## src/i2cmbe_pkg.sv

```systemverilog
// Shared types, operation codes and helper functions for the I2C master bit engine.
// No dependencies; every other file in src imports this package.
package i2cmbe_pkg;

  localparam int unsigned PHASE_W = 16;
  localparam int unsigned STEP_W  = 5;
  localparam int unsigned OP_W    = 3;
  localparam int unsigned BYTE_W  = 8;
  localparam int unsigned SUB_W   = 2;

  localparam logic [PHASE_W-1:0] PHASE_RESET = 16'd55;

  // Command codes, same encoding as req_type on the input channel
  localparam logic [OP_W-1:0] OP_IDLE      = 3'd0;
  localparam logic [OP_W-1:0] OP_START     = 3'd1;
  localparam logic [OP_W-1:0] OP_STOP      = 3'd2;
  localparam logic [OP_W-1:0] OP_WRITE     = 3'd3;
  localparam logic [OP_W-1:0] OP_READ_ACK  = 3'd4;
  localparam logic [OP_W-1:0] OP_READ_NACK = 3'd5;

  // Phase counts per command
  localparam logic [STEP_W-1:0] STEPS_COND  = 5'd3;
  localparam logic [STEP_W-1:0] STEPS_WRITE = 5'd27;
  localparam logic [STEP_W-1:0] STEPS_READ  = 5'd28;

  // Landmark phases inside a byte transfer
  localparam logic [STEP_W-1:0] STEP_BITS_END = 5'd24;
  localparam logic [STEP_W-1:0] STEP_ACK_REL  = 5'd24;
  localparam logic [STEP_W-1:0] STEP_ACK_HIGH = 5'd25;
  localparam logic [STEP_W-1:0] STEP_RACK_SDA = 5'd25;
  localparam logic [STEP_W-1:0] STEP_RACK_HI  = 5'd26;

  // Position inside a three-phase bit slot
  localparam logic [SUB_W-1:0] SUB_0    = 2'd0;
  localparam logic [SUB_W-1:0] SUB_1    = 2'd1;
  localparam logic [SUB_W-1:0] SUB_LAST = 2'd2;

  // Command queue between front and back
  localparam int unsigned QDEPTH = 2;
  localparam int unsigned QPTR_W = (QDEPTH > 1) ? $clog2(QDEPTH) : 1;
  localparam int unsigned QCNT_W = $clog2(QDEPTH + 1);

  typedef struct packed {
    logic [OP_W-1:0]   op;
    logic [BYTE_W-1:0] wr_data;
    logic              sda_in;
  } cmd_t;

  typedef struct packed {
    logic scl_out;
    logic sda_out;
    logic busy_res;
    logic done_res;
    logic [BYTE_W-1:0] rd_data;
    logic ack_ok;
  } res_t;

  typedef struct packed {
    logic full;
    logic empty;
  } q_stat_t;

  // Map a raw request code to a command; unknown codes become idle
  function automatic logic [OP_W-1:0] classify(input logic [OP_W-1:0] req);
    logic [OP_W-1:0] op;
    op = OP_IDLE;
    if (req >= OP_START && req <= OP_READ_NACK) begin
      op = req;
    end
    return op;
  endfunction

  function automatic logic [STEP_W-1:0] step_total(input logic [OP_W-1:0] op);
    logic [STEP_W-1:0] n;
    if (op == OP_START || op == OP_STOP) begin
      n = STEPS_COND;
    end else if (op == OP_WRITE) begin
      n = STEPS_WRITE;
    end else begin
      n = STEPS_READ;
    end
    return n;
  endfunction

endpackage

```

## src/i2cmbe_if.sv

```systemverilog
// Valid/ready channel interfaces for the I2C master bit engine.
// Depends on i2cmbe_pkg for field widths.
interface i2cmbe_in_if;
  import i2cmbe_pkg::*;
  logic              valid;
  logic              ready;
  logic [OP_W-1:0]   req_type;
  logic [BYTE_W-1:0] wr_data;
  logic              sda_in;
  modport source (output valid, output req_type, output wr_data, output sda_in, input ready);
  modport sink   (input valid, input req_type, input wr_data, input sda_in, output ready);
endinterface

interface i2cmbe_out_if;
  import i2cmbe_pkg::*;
  logic              valid;
  logic              ready;
  logic              scl_out;
  logic              sda_out;
  logic              busy_res;
  logic              done_res;
  logic [BYTE_W-1:0] rd_data;
  logic              ack_ok;
  modport source (output valid, output scl_out, output sda_out, output busy_res,
                  output done_res, output rd_data, output ack_ok, input ready);
  modport sink   (input valid, input scl_out, input sda_out, input busy_res,
                  input done_res, input rd_data, input ack_ok, output ready);
endinterface

interface i2cmbe_cfg_if;
  import i2cmbe_pkg::*;
  logic               valid;
  logic               ready;
  logic [PHASE_W-1:0] data;
  modport source (output valid, output data, input ready);
  modport sink   (input valid, input data, output ready);
endinterface

```

## src/i2cmbe_front.sv

```systemverilog
// Front end: accepts ticks from the input channel and classifies the request code.
// Depends on i2cmbe_pkg and i2cmbe_in_if.
module i2cmbe_front (
  i2cmbe_in_if.sink         in_ch,
  input  i2cmbe_pkg::q_stat_t q_stat,
  output logic              q_push,
  output i2cmbe_pkg::cmd_t  q_wdata
);
  import i2cmbe_pkg::*;

  assign in_ch.ready     = !q_stat.full;
  assign q_push          = in_ch.valid && !q_stat.full;
  assign q_wdata.op      = classify(in_ch.req_type);
  assign q_wdata.wr_data = in_ch.wr_data;
  assign q_wdata.sda_in  = in_ch.sda_in;

endmodule

```

## src/i2cmbe_queue.sv

```systemverilog
// Short FIFO of classified ticks between the front end and the line sequencer.
// Depends on i2cmbe_pkg.
module i2cmbe_queue (
  input  logic                clk,
  input  logic                rst_n,
  input  logic                push,
  input  i2cmbe_pkg::cmd_t    wdata,
  input  logic                pop,
  output i2cmbe_pkg::cmd_t    rdata,
  output i2cmbe_pkg::q_stat_t stat
);
  import i2cmbe_pkg::*;

  cmd_t              mem_r [QDEPTH];
  logic [QPTR_W-1:0] wptr_r, wptr_nxt;
  logic [QPTR_W-1:0] rptr_r, rptr_nxt;
  logic [QCNT_W-1:0] cnt_r, cnt_nxt;
  logic              do_push, do_pop;

  assign stat.full  = (cnt_r == QCNT_W'(QDEPTH));
  assign stat.empty = (cnt_r == '0);
  assign do_push    = push && !stat.full;
  assign do_pop     = pop && !stat.empty;
  assign rdata      = mem_r[rptr_r];

  always_comb begin
    wptr_nxt = wptr_r;
    rptr_nxt = rptr_r;
    cnt_nxt  = cnt_r;
    if (do_push) begin
      wptr_nxt = (wptr_r == QPTR_W'(QDEPTH - 1)) ? '0 : wptr_r + 1'b1;
    end
    if (do_pop) begin
      rptr_nxt = (rptr_r == QPTR_W'(QDEPTH - 1)) ? '0 : rptr_r + 1'b1;
    end
    if (do_push && !do_pop) begin
      cnt_nxt = cnt_r + 1'b1;
    end else if (do_pop && !do_push) begin
      cnt_nxt = cnt_r - 1'b1;
    end
  end

  always_ff @(posedge clk) begin
    if (!rst_n) begin
      wptr_r <= '0;
      rptr_r <= '0;
      cnt_r  <= '0;
    end else begin
      wptr_r <= wptr_nxt;
      rptr_r <= rptr_nxt;
      cnt_r  <= cnt_nxt;
    end
  end

  always_ff @(posedge clk) begin
    if (do_push) begin
      mem_r[wptr_r] <= wdata;
    end
  end

endmodule

```

## src/i2cmbe_back.sv

```systemverilog
// Back end: phase timer, bus line sequencer, phase-length register and result register.
// Depends on i2cmbe_pkg, i2cmbe_out_if and i2cmbe_cfg_if.
module i2cmbe_back (
  input  logic                clk,
  input  logic                rst_n,
  i2cmbe_cfg_if.sink          cfg_ch,
  i2cmbe_out_if.source        out_ch,
  input  i2cmbe_pkg::cmd_t    q_rdata,
  input  i2cmbe_pkg::q_stat_t q_stat,
  output logic                q_pop
);
  import i2cmbe_pkg::*;

  logic [PHASE_W-1:0] pc_r;
  logic [PHASE_W-1:0] cnt_r, cnt_nxt;
  logic [STEP_W-1:0]  step_r, step_nxt;
  logic [SUB_W-1:0]   sub_r, sub_nxt;
  logic [OP_W-1:0]    op_r, op_nxt;
  logic [BYTE_W-1:0]  shift_r, shift_nxt;
  logic               scl_r, scl_nxt;
  logic               sda_r, sda_nxt;
  logic               ack_r, ack_nxt;
  logic [BYTE_W-1:0]  rdb_r, rdb_nxt;
  logic               oval_r;
  res_t               res_r, res_nxt;

  logic [PHASE_W-1:0] limit;
  logic [PHASE_W-1:0] cnt_inc;
  logic [STEP_W-1:0]  step_inc;
  logic [SUB_W-1:0]   sub_inc;
  logic               done;
  logic               enter;
  logic               is_read;

  assign cfg_ch.ready = 1'b1;
  assign q_pop        = !q_stat.empty && (!oval_r || out_ch.ready);

  assign limit    = (pc_r == '0) ? PHASE_W'(1) : pc_r;
  assign cnt_inc  = cnt_r + 1'b1;
  assign step_inc = step_r + 1'b1;
  assign sub_inc  = (sub_r == SUB_LAST) ? SUB_0 : sub_r + 1'b1;
  assign is_read  = (op_r == OP_READ_ACK) || (op_r == OP_READ_NACK);

  always_comb begin
    cnt_nxt   = cnt_r;
    step_nxt  = step_r;
    sub_nxt   = sub_r;
    op_nxt    = op_r;
    shift_nxt = shift_r;
    scl_nxt   = scl_r;
    sda_nxt   = sda_r;
    ack_nxt   = ack_r;
    rdb_nxt   = rdb_r;
    done      = 1'b0;
    enter     = 1'b0;

    if (op_r != OP_IDLE) begin
      if (cnt_inc >= limit) begin
        cnt_nxt = '0;
        // sample on the last tick of the SCL-high phase
        if (op_r == OP_WRITE && step_r == STEP_ACK_HIGH) begin
          ack_nxt = !q_rdata.sda_in;
        end else if (is_read && step_r >= 5'd1 && step_r <= STEP_BITS_END &&
                     sub_r == SUB_0) begin
          rdb_nxt = {rdb_r[BYTE_W-2:0], q_rdata.sda_in};
        end
        if (step_inc >= step_total(op_r)) begin
          op_nxt   = OP_IDLE;
          step_nxt = '0;
          done     = 1'b1;
        end else begin
          step_nxt = step_inc;
          sub_nxt  = sub_inc;
          enter    = 1'b1;
        end
      end else begin
        cnt_nxt = cnt_inc;
      end
    end else if (q_rdata.op != OP_IDLE) begin
      op_nxt   = q_rdata.op;
      step_nxt = '0;
      cnt_nxt  = '0;
      // read slots start one phase late, so phase 1 is slot position 0
      sub_nxt  = (q_rdata.op == OP_READ_ACK || q_rdata.op == OP_READ_NACK) ? SUB_LAST : SUB_0;
      if (q_rdata.op == OP_WRITE) begin
        shift_nxt = q_rdata.wr_data;
      end
      enter = 1'b1;
    end

    // apply line levels on the first tick of the new phase
    if (enter) begin
      unique case (op_nxt) inside
        OP_START: begin
          if (step_nxt == 5'd0) begin
            scl_nxt = 1'b1;
            sda_nxt = 1'b1;
          end else if (step_nxt == 5'd1) begin
            sda_nxt = 1'b0;
          end else begin
            scl_nxt = 1'b0;
          end
        end
        OP_STOP: begin
          if (step_nxt == 5'd0) begin
            scl_nxt = 1'b0;
            sda_nxt = 1'b0;
          end else if (step_nxt == 5'd1) begin
            scl_nxt = 1'b1;
          end else begin
            sda_nxt = 1'b1;
          end
        end
        OP_WRITE: begin
          if (step_nxt < STEP_BITS_END) begin
            if (sub_nxt == SUB_0) begin
              sda_nxt   = shift_nxt[BYTE_W-1];
              shift_nxt = {shift_nxt[BYTE_W-2:0], 1'b0};
            end else if (sub_nxt == SUB_1) begin
              scl_nxt = 1'b1;
            end else begin
              scl_nxt = 1'b0;
            end
          end else if (step_nxt == STEP_ACK_REL) begin
            sda_nxt = 1'b1;
          end else if (step_nxt == STEP_ACK_HIGH) begin
            scl_nxt = 1'b1;
          end else begin
            scl_nxt = 1'b0;
          end
        end
        OP_READ_ACK, OP_READ_NACK: begin
          if (step_nxt == 5'd0) begin
            sda_nxt = 1'b1;
          end else if (step_nxt <= STEP_BITS_END) begin
            if (sub_nxt == SUB_0) begin
              scl_nxt = 1'b1;
            end else if (sub_nxt == SUB_LAST) begin
              scl_nxt = 1'b0;
            end
          end else if (step_nxt == STEP_RACK_SDA) begin
            sda_nxt = (op_nxt == OP_READ_ACK) ? 1'b0 : 1'b1;
          end else if (step_nxt == STEP_RACK_HI) begin
            scl_nxt = 1'b1;
          end else begin
            scl_nxt = 1'b0;
          end
        end
        default: begin
        end
      endcase
    end

    res_nxt.scl_out  = scl_nxt;
    res_nxt.sda_out  = sda_nxt;
    res_nxt.busy_res = (op_nxt != OP_IDLE);
    res_nxt.done_res = done;
    res_nxt.rd_data  = rdb_nxt;
    res_nxt.ack_ok   = ack_nxt;
  end

  always_ff @(posedge clk) begin
    if (!rst_n) begin
      pc_r    <= PHASE_RESET;
      cnt_r   <= '0;
      step_r  <= '0;
      sub_r   <= SUB_0;
      op_r    <= OP_IDLE;
      shift_r <= '0;
      scl_r   <= 1'b1;
      sda_r   <= 1'b1;
      ack_r   <= 1'b0;
      rdb_r   <= '0;
      oval_r  <= 1'b0;
    end else begin
      if (cfg_ch.valid) begin
        pc_r <= cfg_ch.data;
      end
      if (q_pop) begin
        cnt_r   <= cnt_nxt;
        step_r  <= step_nxt;
        sub_r   <= sub_nxt;
        op_r    <= op_nxt;
        shift_r <= shift_nxt;
        scl_r   <= scl_nxt;
        sda_r   <= sda_nxt;
        ack_r   <= ack_nxt;
        rdb_r   <= rdb_nxt;
        oval_r  <= 1'b1;
      end else if (out_ch.ready) begin
        oval_r <= 1'b0;
      end
    end
  end

  always_ff @(posedge clk) begin
    if (q_pop) begin
      res_r <= res_nxt;
    end
  end

  assign out_ch.valid    = oval_r;
  assign out_ch.scl_out  = res_r.scl_out;
  assign out_ch.sda_out  = res_r.sda_out;
  assign out_ch.busy_res = res_r.busy_res;
  assign out_ch.done_res = res_r.done_res;
  assign out_ch.rd_data  = res_r.rd_data;
  assign out_ch.ack_ok   = res_r.ack_ok;

endmodule

```

## src/i2c_master_bit_engine.sv

```systemverilog
// I2C master bit engine: one tick word in, one line-state word out.
// Result path: an accepted tick is written into a queue slot, then into the result register.
// Throughput: 1 word per cycle while out_ch.ready is high; a held result stalls the sequencer.
// Reset (rst_n low, synchronous): idle, SCL and SDA released high, phase length 55, queue empty.
// Depends on i2cmbe_pkg, the channel interfaces, and the front, queue and back modules.
module i2c_master_bit_engine (
  input  logic         clk,
  input  logic         rst_n,
  i2cmbe_in_if.sink    in_ch,
  i2cmbe_out_if.source out_ch,
  i2cmbe_cfg_if.sink   cfg_ch
);
  import i2cmbe_pkg::*;

  logic    q_push;
  logic    q_pop;
  cmd_t    q_wdata;
  cmd_t    q_rdata;
  q_stat_t q_stat;

  i2cmbe_front u_front (
    .in_ch   (in_ch),
    .q_stat  (q_stat),
    .q_push  (q_push),
    .q_wdata (q_wdata)
  );

  i2cmbe_queue u_queue (
    .clk   (clk),
    .rst_n (rst_n),
    .push  (q_push),
    .wdata (q_wdata),
    .pop   (q_pop),
    .rdata (q_rdata),
    .stat  (q_stat)
  );

  i2cmbe_back u_back (
    .clk     (clk),
    .rst_n   (rst_n),
    .cfg_ch  (cfg_ch),
    .out_ch  (out_ch),
    .q_rdata (q_rdata),
    .q_stat  (q_stat),
    .q_pop   (q_pop)
  );

  a_done_not_busy: assert property (@(posedge clk) disable iff (!rst_n)
    (out_ch.valid && out_ch.done_res) |-> !out_ch.busy_res)
    else $error("done and busy both set in one result");

  a_pop_nonempty: assert property (@(posedge clk) disable iff (!rst_n)
    q_pop |-> !q_stat.empty)
    else $error("sequencer popped an empty queue");

  a_pop_fills_out: assert property (@(posedge clk) disable iff (!rst_n)
    q_pop |=> out_ch.valid)
    else $error("popped tick produced no result");

  a_push_room: assert property (@(posedge clk) disable iff (!rst_n)
    q_push |-> !q_stat.full)
    else $error("push into a full queue");

endmodule
```

## src/flat_wrapper.sv

```systemverilog
// flat-port wrapper written by rule: the top's interface ports become plain ports
module i2c_master_bit_engine_flat import i2cmbe_pkg::*;
  (clk, rst_n, in_ch_valid, in_ch_req_type, in_ch_wr_data, in_ch_sda_in, in_ch_ready, out_ch_valid, out_ch_scl_out, out_ch_sda_out, out_ch_busy_res, out_ch_done_res, out_ch_rd_data, out_ch_ack_ok, out_ch_ready, cfg_ch_valid, cfg_ch_data, cfg_ch_ready);
  i2cmbe_in_if in_ch_i ();
  i2cmbe_out_if out_ch_i ();
  i2cmbe_cfg_if cfg_ch_i ();
  input  logic clk;
  input  logic rst_n;
  input wire logic [$bits(in_ch_i.valid)-1:0] in_ch_valid;
  input wire logic [$bits(in_ch_i.req_type)-1:0] in_ch_req_type;
  input wire logic [$bits(in_ch_i.wr_data)-1:0] in_ch_wr_data;
  input wire logic [$bits(in_ch_i.sda_in)-1:0] in_ch_sda_in;
  output wire logic [$bits(in_ch_i.ready)-1:0] in_ch_ready;
  output wire logic [$bits(out_ch_i.valid)-1:0] out_ch_valid;
  output wire logic [$bits(out_ch_i.scl_out)-1:0] out_ch_scl_out;
  output wire logic [$bits(out_ch_i.sda_out)-1:0] out_ch_sda_out;
  output wire logic [$bits(out_ch_i.busy_res)-1:0] out_ch_busy_res;
  output wire logic [$bits(out_ch_i.done_res)-1:0] out_ch_done_res;
  output wire logic [$bits(out_ch_i.rd_data)-1:0] out_ch_rd_data;
  output wire logic [$bits(out_ch_i.ack_ok)-1:0] out_ch_ack_ok;
  input wire logic [$bits(out_ch_i.ready)-1:0] out_ch_ready;
  input wire logic [$bits(cfg_ch_i.valid)-1:0] cfg_ch_valid;
  input wire logic [$bits(cfg_ch_i.data)-1:0] cfg_ch_data;
  output wire logic [$bits(cfg_ch_i.ready)-1:0] cfg_ch_ready;
  assign in_ch_i.valid = in_ch_valid;
  assign in_ch_i.req_type = in_ch_req_type;
  assign in_ch_i.wr_data = in_ch_wr_data;
  assign in_ch_i.sda_in = in_ch_sda_in;
  assign in_ch_ready = in_ch_i.ready;
  assign out_ch_valid = out_ch_i.valid;
  assign out_ch_scl_out = out_ch_i.scl_out;
  assign out_ch_sda_out = out_ch_i.sda_out;
  assign out_ch_busy_res = out_ch_i.busy_res;
  assign out_ch_done_res = out_ch_i.done_res;
  assign out_ch_rd_data = out_ch_i.rd_data;
  assign out_ch_ack_ok = out_ch_i.ack_ok;
  assign out_ch_i.ready = out_ch_ready;
  assign cfg_ch_i.valid = cfg_ch_valid;
  assign cfg_ch_i.data = cfg_ch_data;
  assign cfg_ch_ready = cfg_ch_i.ready;
  i2c_master_bit_engine u_core (.clk(clk), .rst_n(rst_n), .in_ch(in_ch_i), .out_ch(out_ch_i), .cfg_ch(cfg_ch_i));
endmodule
```

## config.mk

```make
export PLATFORM = sky130hd
export DESIGN_NAME = i2c_master_bit_engine_flat
export DESIGN_NICKNAME = d
export VERILOG_FILES = /design/src/i2cmbe_pkg.sv /design/src/i2cmbe_if.sv /design/src/i2cmbe_front.sv /design/src/i2cmbe_queue.sv /design/src/i2cmbe_back.sv /design/src/i2c_master_bit_engine.sv /design/src/flat_wrapper.sv
export SDC_FILE = /design/constraint.sdc
export NUM_CORES = 1
export LEC_CHECK = 0
export ABC_AREA = 1
export ABC_CLOCK_PERIOD_IN_PS = 6200
export BUFFER_PORTS_ARGS = -buffer_cell sky130_fd_sc_hd__buf_2
export CAP_MARGIN = 20
export CORE_MARGIN = 10
export CORE_UTILIZATION = 30
export DETAILED_ROUTE_END_ITERATION = 12
export PLACE_DENSITY_LB_ADDON = 0.2
export SYNTH_ARGS = -nofsm -noshare
export SYNTH_HDL_FRONTEND = slang
export SYNTH_SLANG_ARGS = --single-unit
```

## constraint.sdc

```tcl
create_clock -name clk -period 6.2 [get_ports clk]
set_input_delay 0.31 -clock clk [delete_from_list [all_inputs] [get_ports clk]]
set_output_delay 0.31 -clock clk [all_outputs]
set_load 0.1 [all_outputs]
```

==> flow_metrics.tcl <==
set metrics [dict create \
    status "finished, final reports clean" \
    synth_most_common_cell "nand2_1" \
    antenna_cells 0 \
    synthArstFlopShare 0 \
    core.rowCount 50 \
    antenna_found_initial 0 \
    finalCritPeriodShare 0.684 \
    syn_area_sq_um 5720 \
    layout-drive-gt1-share 0.137 \
    place_hpwl_mm 9.80 \
    final_max_slew_viol_count 0 \
    synth_mux_area_frac 0.00372 \
    num-nets-final 858 \
    via_count 4778 \
    grt_pass1_wl_mm 22.2 \
    die_h_um 158 \
    grt_max_degree 47 \
    gp_congestion 0.865 \
    synth_seq_cells 104 \
    syn-num-nets 820 \
    vdd_drop_max_uv 240 \
    syn_avg_cell_area_sq_um 7.52 \
    synth_top_flop_cell "dfxtp_1" \
    wl_mm 13.4 \
    core_area_sq_um 18800 \
    crit_arrival_ns 4.35 \
    cp_slowest_cell "o21ai_1" \
    drc 0 \
    area_delta_synth_final_pct 14.1 \
    clk_path_buf_depth 2 \
    cts.htree.levels 3 \
    synth.yosys.seq_area_share 0.428 \
    synth_top_family_by_area "simple AND/OR/NAND/NOR gates" \
    setup_viol 0 \
    hold_viol_final 0 \
    endpoint_kind "flop" \
    cts_hold_buf 0 \
    maxCapViolations 0 \
    syn_inst 761 \
    p_leak_nw 2.94 \
    clockRootBuffer "clkbuf_16" \
    port-buffer-count 47 \
    post_cts_buffers 0 \
    drt_iter0_drc 233 \
    power.density_nw_per_um2 454 \
    grt_usage 0.110 \
    ys_top_cells_by_count "nand2_1 (168), inv_1 (105), a21oi_1 (76)" \
    clkLatencyLatePin_ns 0.36 \
    synthSimpleGateAreaFrac 0.242 \
    cts_buffers 9 \
    ys.warnings.count 0 \
    fin_util 0.348 \
    max_freq_mhz 236 \
    viasPerCell 4.60 \
    crit_path_frequent_cell "nor2_1" \
    initial_core_util 0.305 \
    synth_xor_area_frac 0.0199 \
    synth-adder-area-share 0.0568 \
    wire_per_inst_um 12.9 \
    crit_required_ns 6.30 \
    fin_crit_ns 4.24 \
    synth_area_leaders "dfxtp_1 (23%), edfxtp_1 (19%), nand2_1 (11%)" \
    cts_resized 0 \
    cp-start-kind "flop" \
    die-area_sq_um 25000 \
    synth.largest_area_cell "dfxtp_1" \
    synth_compound_area_frac 0.153 \
    grt-ovfl-total 0 \
    yosysTopAreaCellShare 0.234 \
    die_w_um 158 \
    clk_pin_slew_ns 0.08 \
    first_pass_iters 5 \
    cts_tree "yes" \
    ios 49 \
    synth_cell_types 47 \
    cpPeakStageDelay_ns 0.41 \
    fin_setup_tns_ns 0 \
    skew_ns 0.0115 \
    grt_pass1_vias 4527 \
    ant_nets 0 \
    worstMarginPinSlew_ns 0.991 \
    maxSlewHeadroom 0.337 \
    synth-edff-count 37 \
    clkSinkCount 104 \
    crit_chain "inv_1, nor2_1, nand3_1, nor2_1, nand2_1, nor3_1, nand3_1, nor2_1, nand2_1, xnor2_1, ha_1, nand4_1, a21oi_1, nor2_4, nand2_2, nand2_1, o21ai_1, inv_1, a21oi_1, nand3_1, nor2_1, a21boi_1" \
    cp_max_fo 14 \
    critical_path_class "flop to flop" \
    min_path_type "input pin to flop" \
    grt_setup_unrepaired "no" \
]
worst paths after layout:
path	start	cells past startpoint	slack, ns	to
worst max-delay path	u_core.u_back.cnt_r[0]	22	1.96	u_core.u_back.out_ch.scl_out
worst min-delay path	in_ch_wr_data[2]	1	0.14	u_core.u_queue.mem_r[1][3]
worst max register to register	u_core.u_back.cnt_r[0]	22	1.96	u_core.u_back.out_ch.scl_out
worst min register to register	u_core.u_queue.rptr_r	1	0.46	u_core.u_queue.rptr_r
per-stage QoR:
| step | power [mW] | cell area, sq um | hold slack [ns] | std cells | setup WS, ns |
|---|---|---|---|---|---|
| detailed placement | 2.35 | 6170 | 0.445 | 1020 | 1.99 |
| global placement | 2.35 | 6170 | 0.441 | 1020 | 2.13 |
| floorplan | 2.05 | 5720 | 0.409 | 761 | 2.57 |
| CTS | 2.97 | 6490 | 0.123 | 1036 | 1.98 |
| global route | 3.17 | 6530 | 0.127 | 1038 | 1.43 |
| finish | 2.97 | 6530 | 0.140 | 1038 | 1.96 |
report_power, final:
| group | total, mW | leakage, nW | internal [mW] | switching [mW] |
|---|---|---|---|---|
| Sequential | 0.970 | 0.901 | 0.891 | 0.0790 |
| Clock | 0.618 | 0.157 | 0.334 | 0.283 |
| Combinational | 1.38 | 1.88 | 0.335 | 1.04 |
| Total | 2.97 | 2.94 | 1.56 | 1.41 |
cells in the final DEF (no fill, tap or decap), types with 3 or more instances in the layout:
cell       count
nor2_4         4
nand4_1        6
edfxtp_1      37
dfxtp_1       67
buf_2         47
a21boi_1       3
nor3_1         6
inv_1        105
o21ai_1        8
nand2_1      168
ha_1          26
clkbuf_16      9
nor4_1         4
xnor2_1        4
inv_2          8
nor2_1        68
xor2_1         9
o21ai_2        3
nand3_2        4
inv_6          4
nor2_2         5
a21oi_1       75
nand2_2        6
o21ai_0       62
nand3_1       30
buf_4          4
critical path: cells and delay by family, from the launching register on:
kind | cells | cell delay, ns
XOR/XNOR | 1 | 0.14
flip-flops | 1 | 0.36
AO/OA/AOI/OAI | 4 | 1.03
adder cells (fa/ha/maj) | 1 | 0.33
buffers and inverters | 2 | 0.19
AND/OR/NAND/NOR | 14 | 1.96
metal layers:
layer,vias up,part of all wire,GRT usage,wire length (um)
met2,73,0.44,0.171,5870
met3,13,0.037,0.0212,495
met1,2147,0.51,0.147,6810
met5,-,0,0,0
li1,2545,-,-,-
met4,0,0.017,0.0384,229
registers in the layout (all words and copies together) (netlist names), 3 cells and up, named ones only:
signal and cells:
u_core.u_queue.mem_r 24, u_core.u_back.cnt_r 16, u_core.u_back.pc_r 16, u_core.u_back.out_ch.rd_data 8, u_core.u_back.rdb_r 8, u_core.u_back.shift_r 8, u_core.u_back.step_r 5, u_core.u_back.op_r 3
logic make-up (layout without fill, tap and decap cells):
kind of cell,after synthesis,count (layout)
XOR/XNOR,13,13
flip-flops,104,104
multiplexers,2,2
AND/OR/NAND/NOR,310,310
other,1,1
adder cells (fa/ha/maj),26,26
buffers and inverters,141,184
AO/OA/AOI/OAI,164,164
cell type report:
| type | instances | area (sq um) |
|---|---|---|
| multi-input combinational | 516 | 2740 |
| tap | 234 | 293 |
| inverter | 116 | 437 |
| sequential | 104 | 2450 |
| clock buffer | 10 | 239 |
| clock inverter | 6 | 81.3 |
| fill | 1998 | 12200 |
| timing repair buffer | 52 | 293 |
Power figures use the tool's default switching activity.
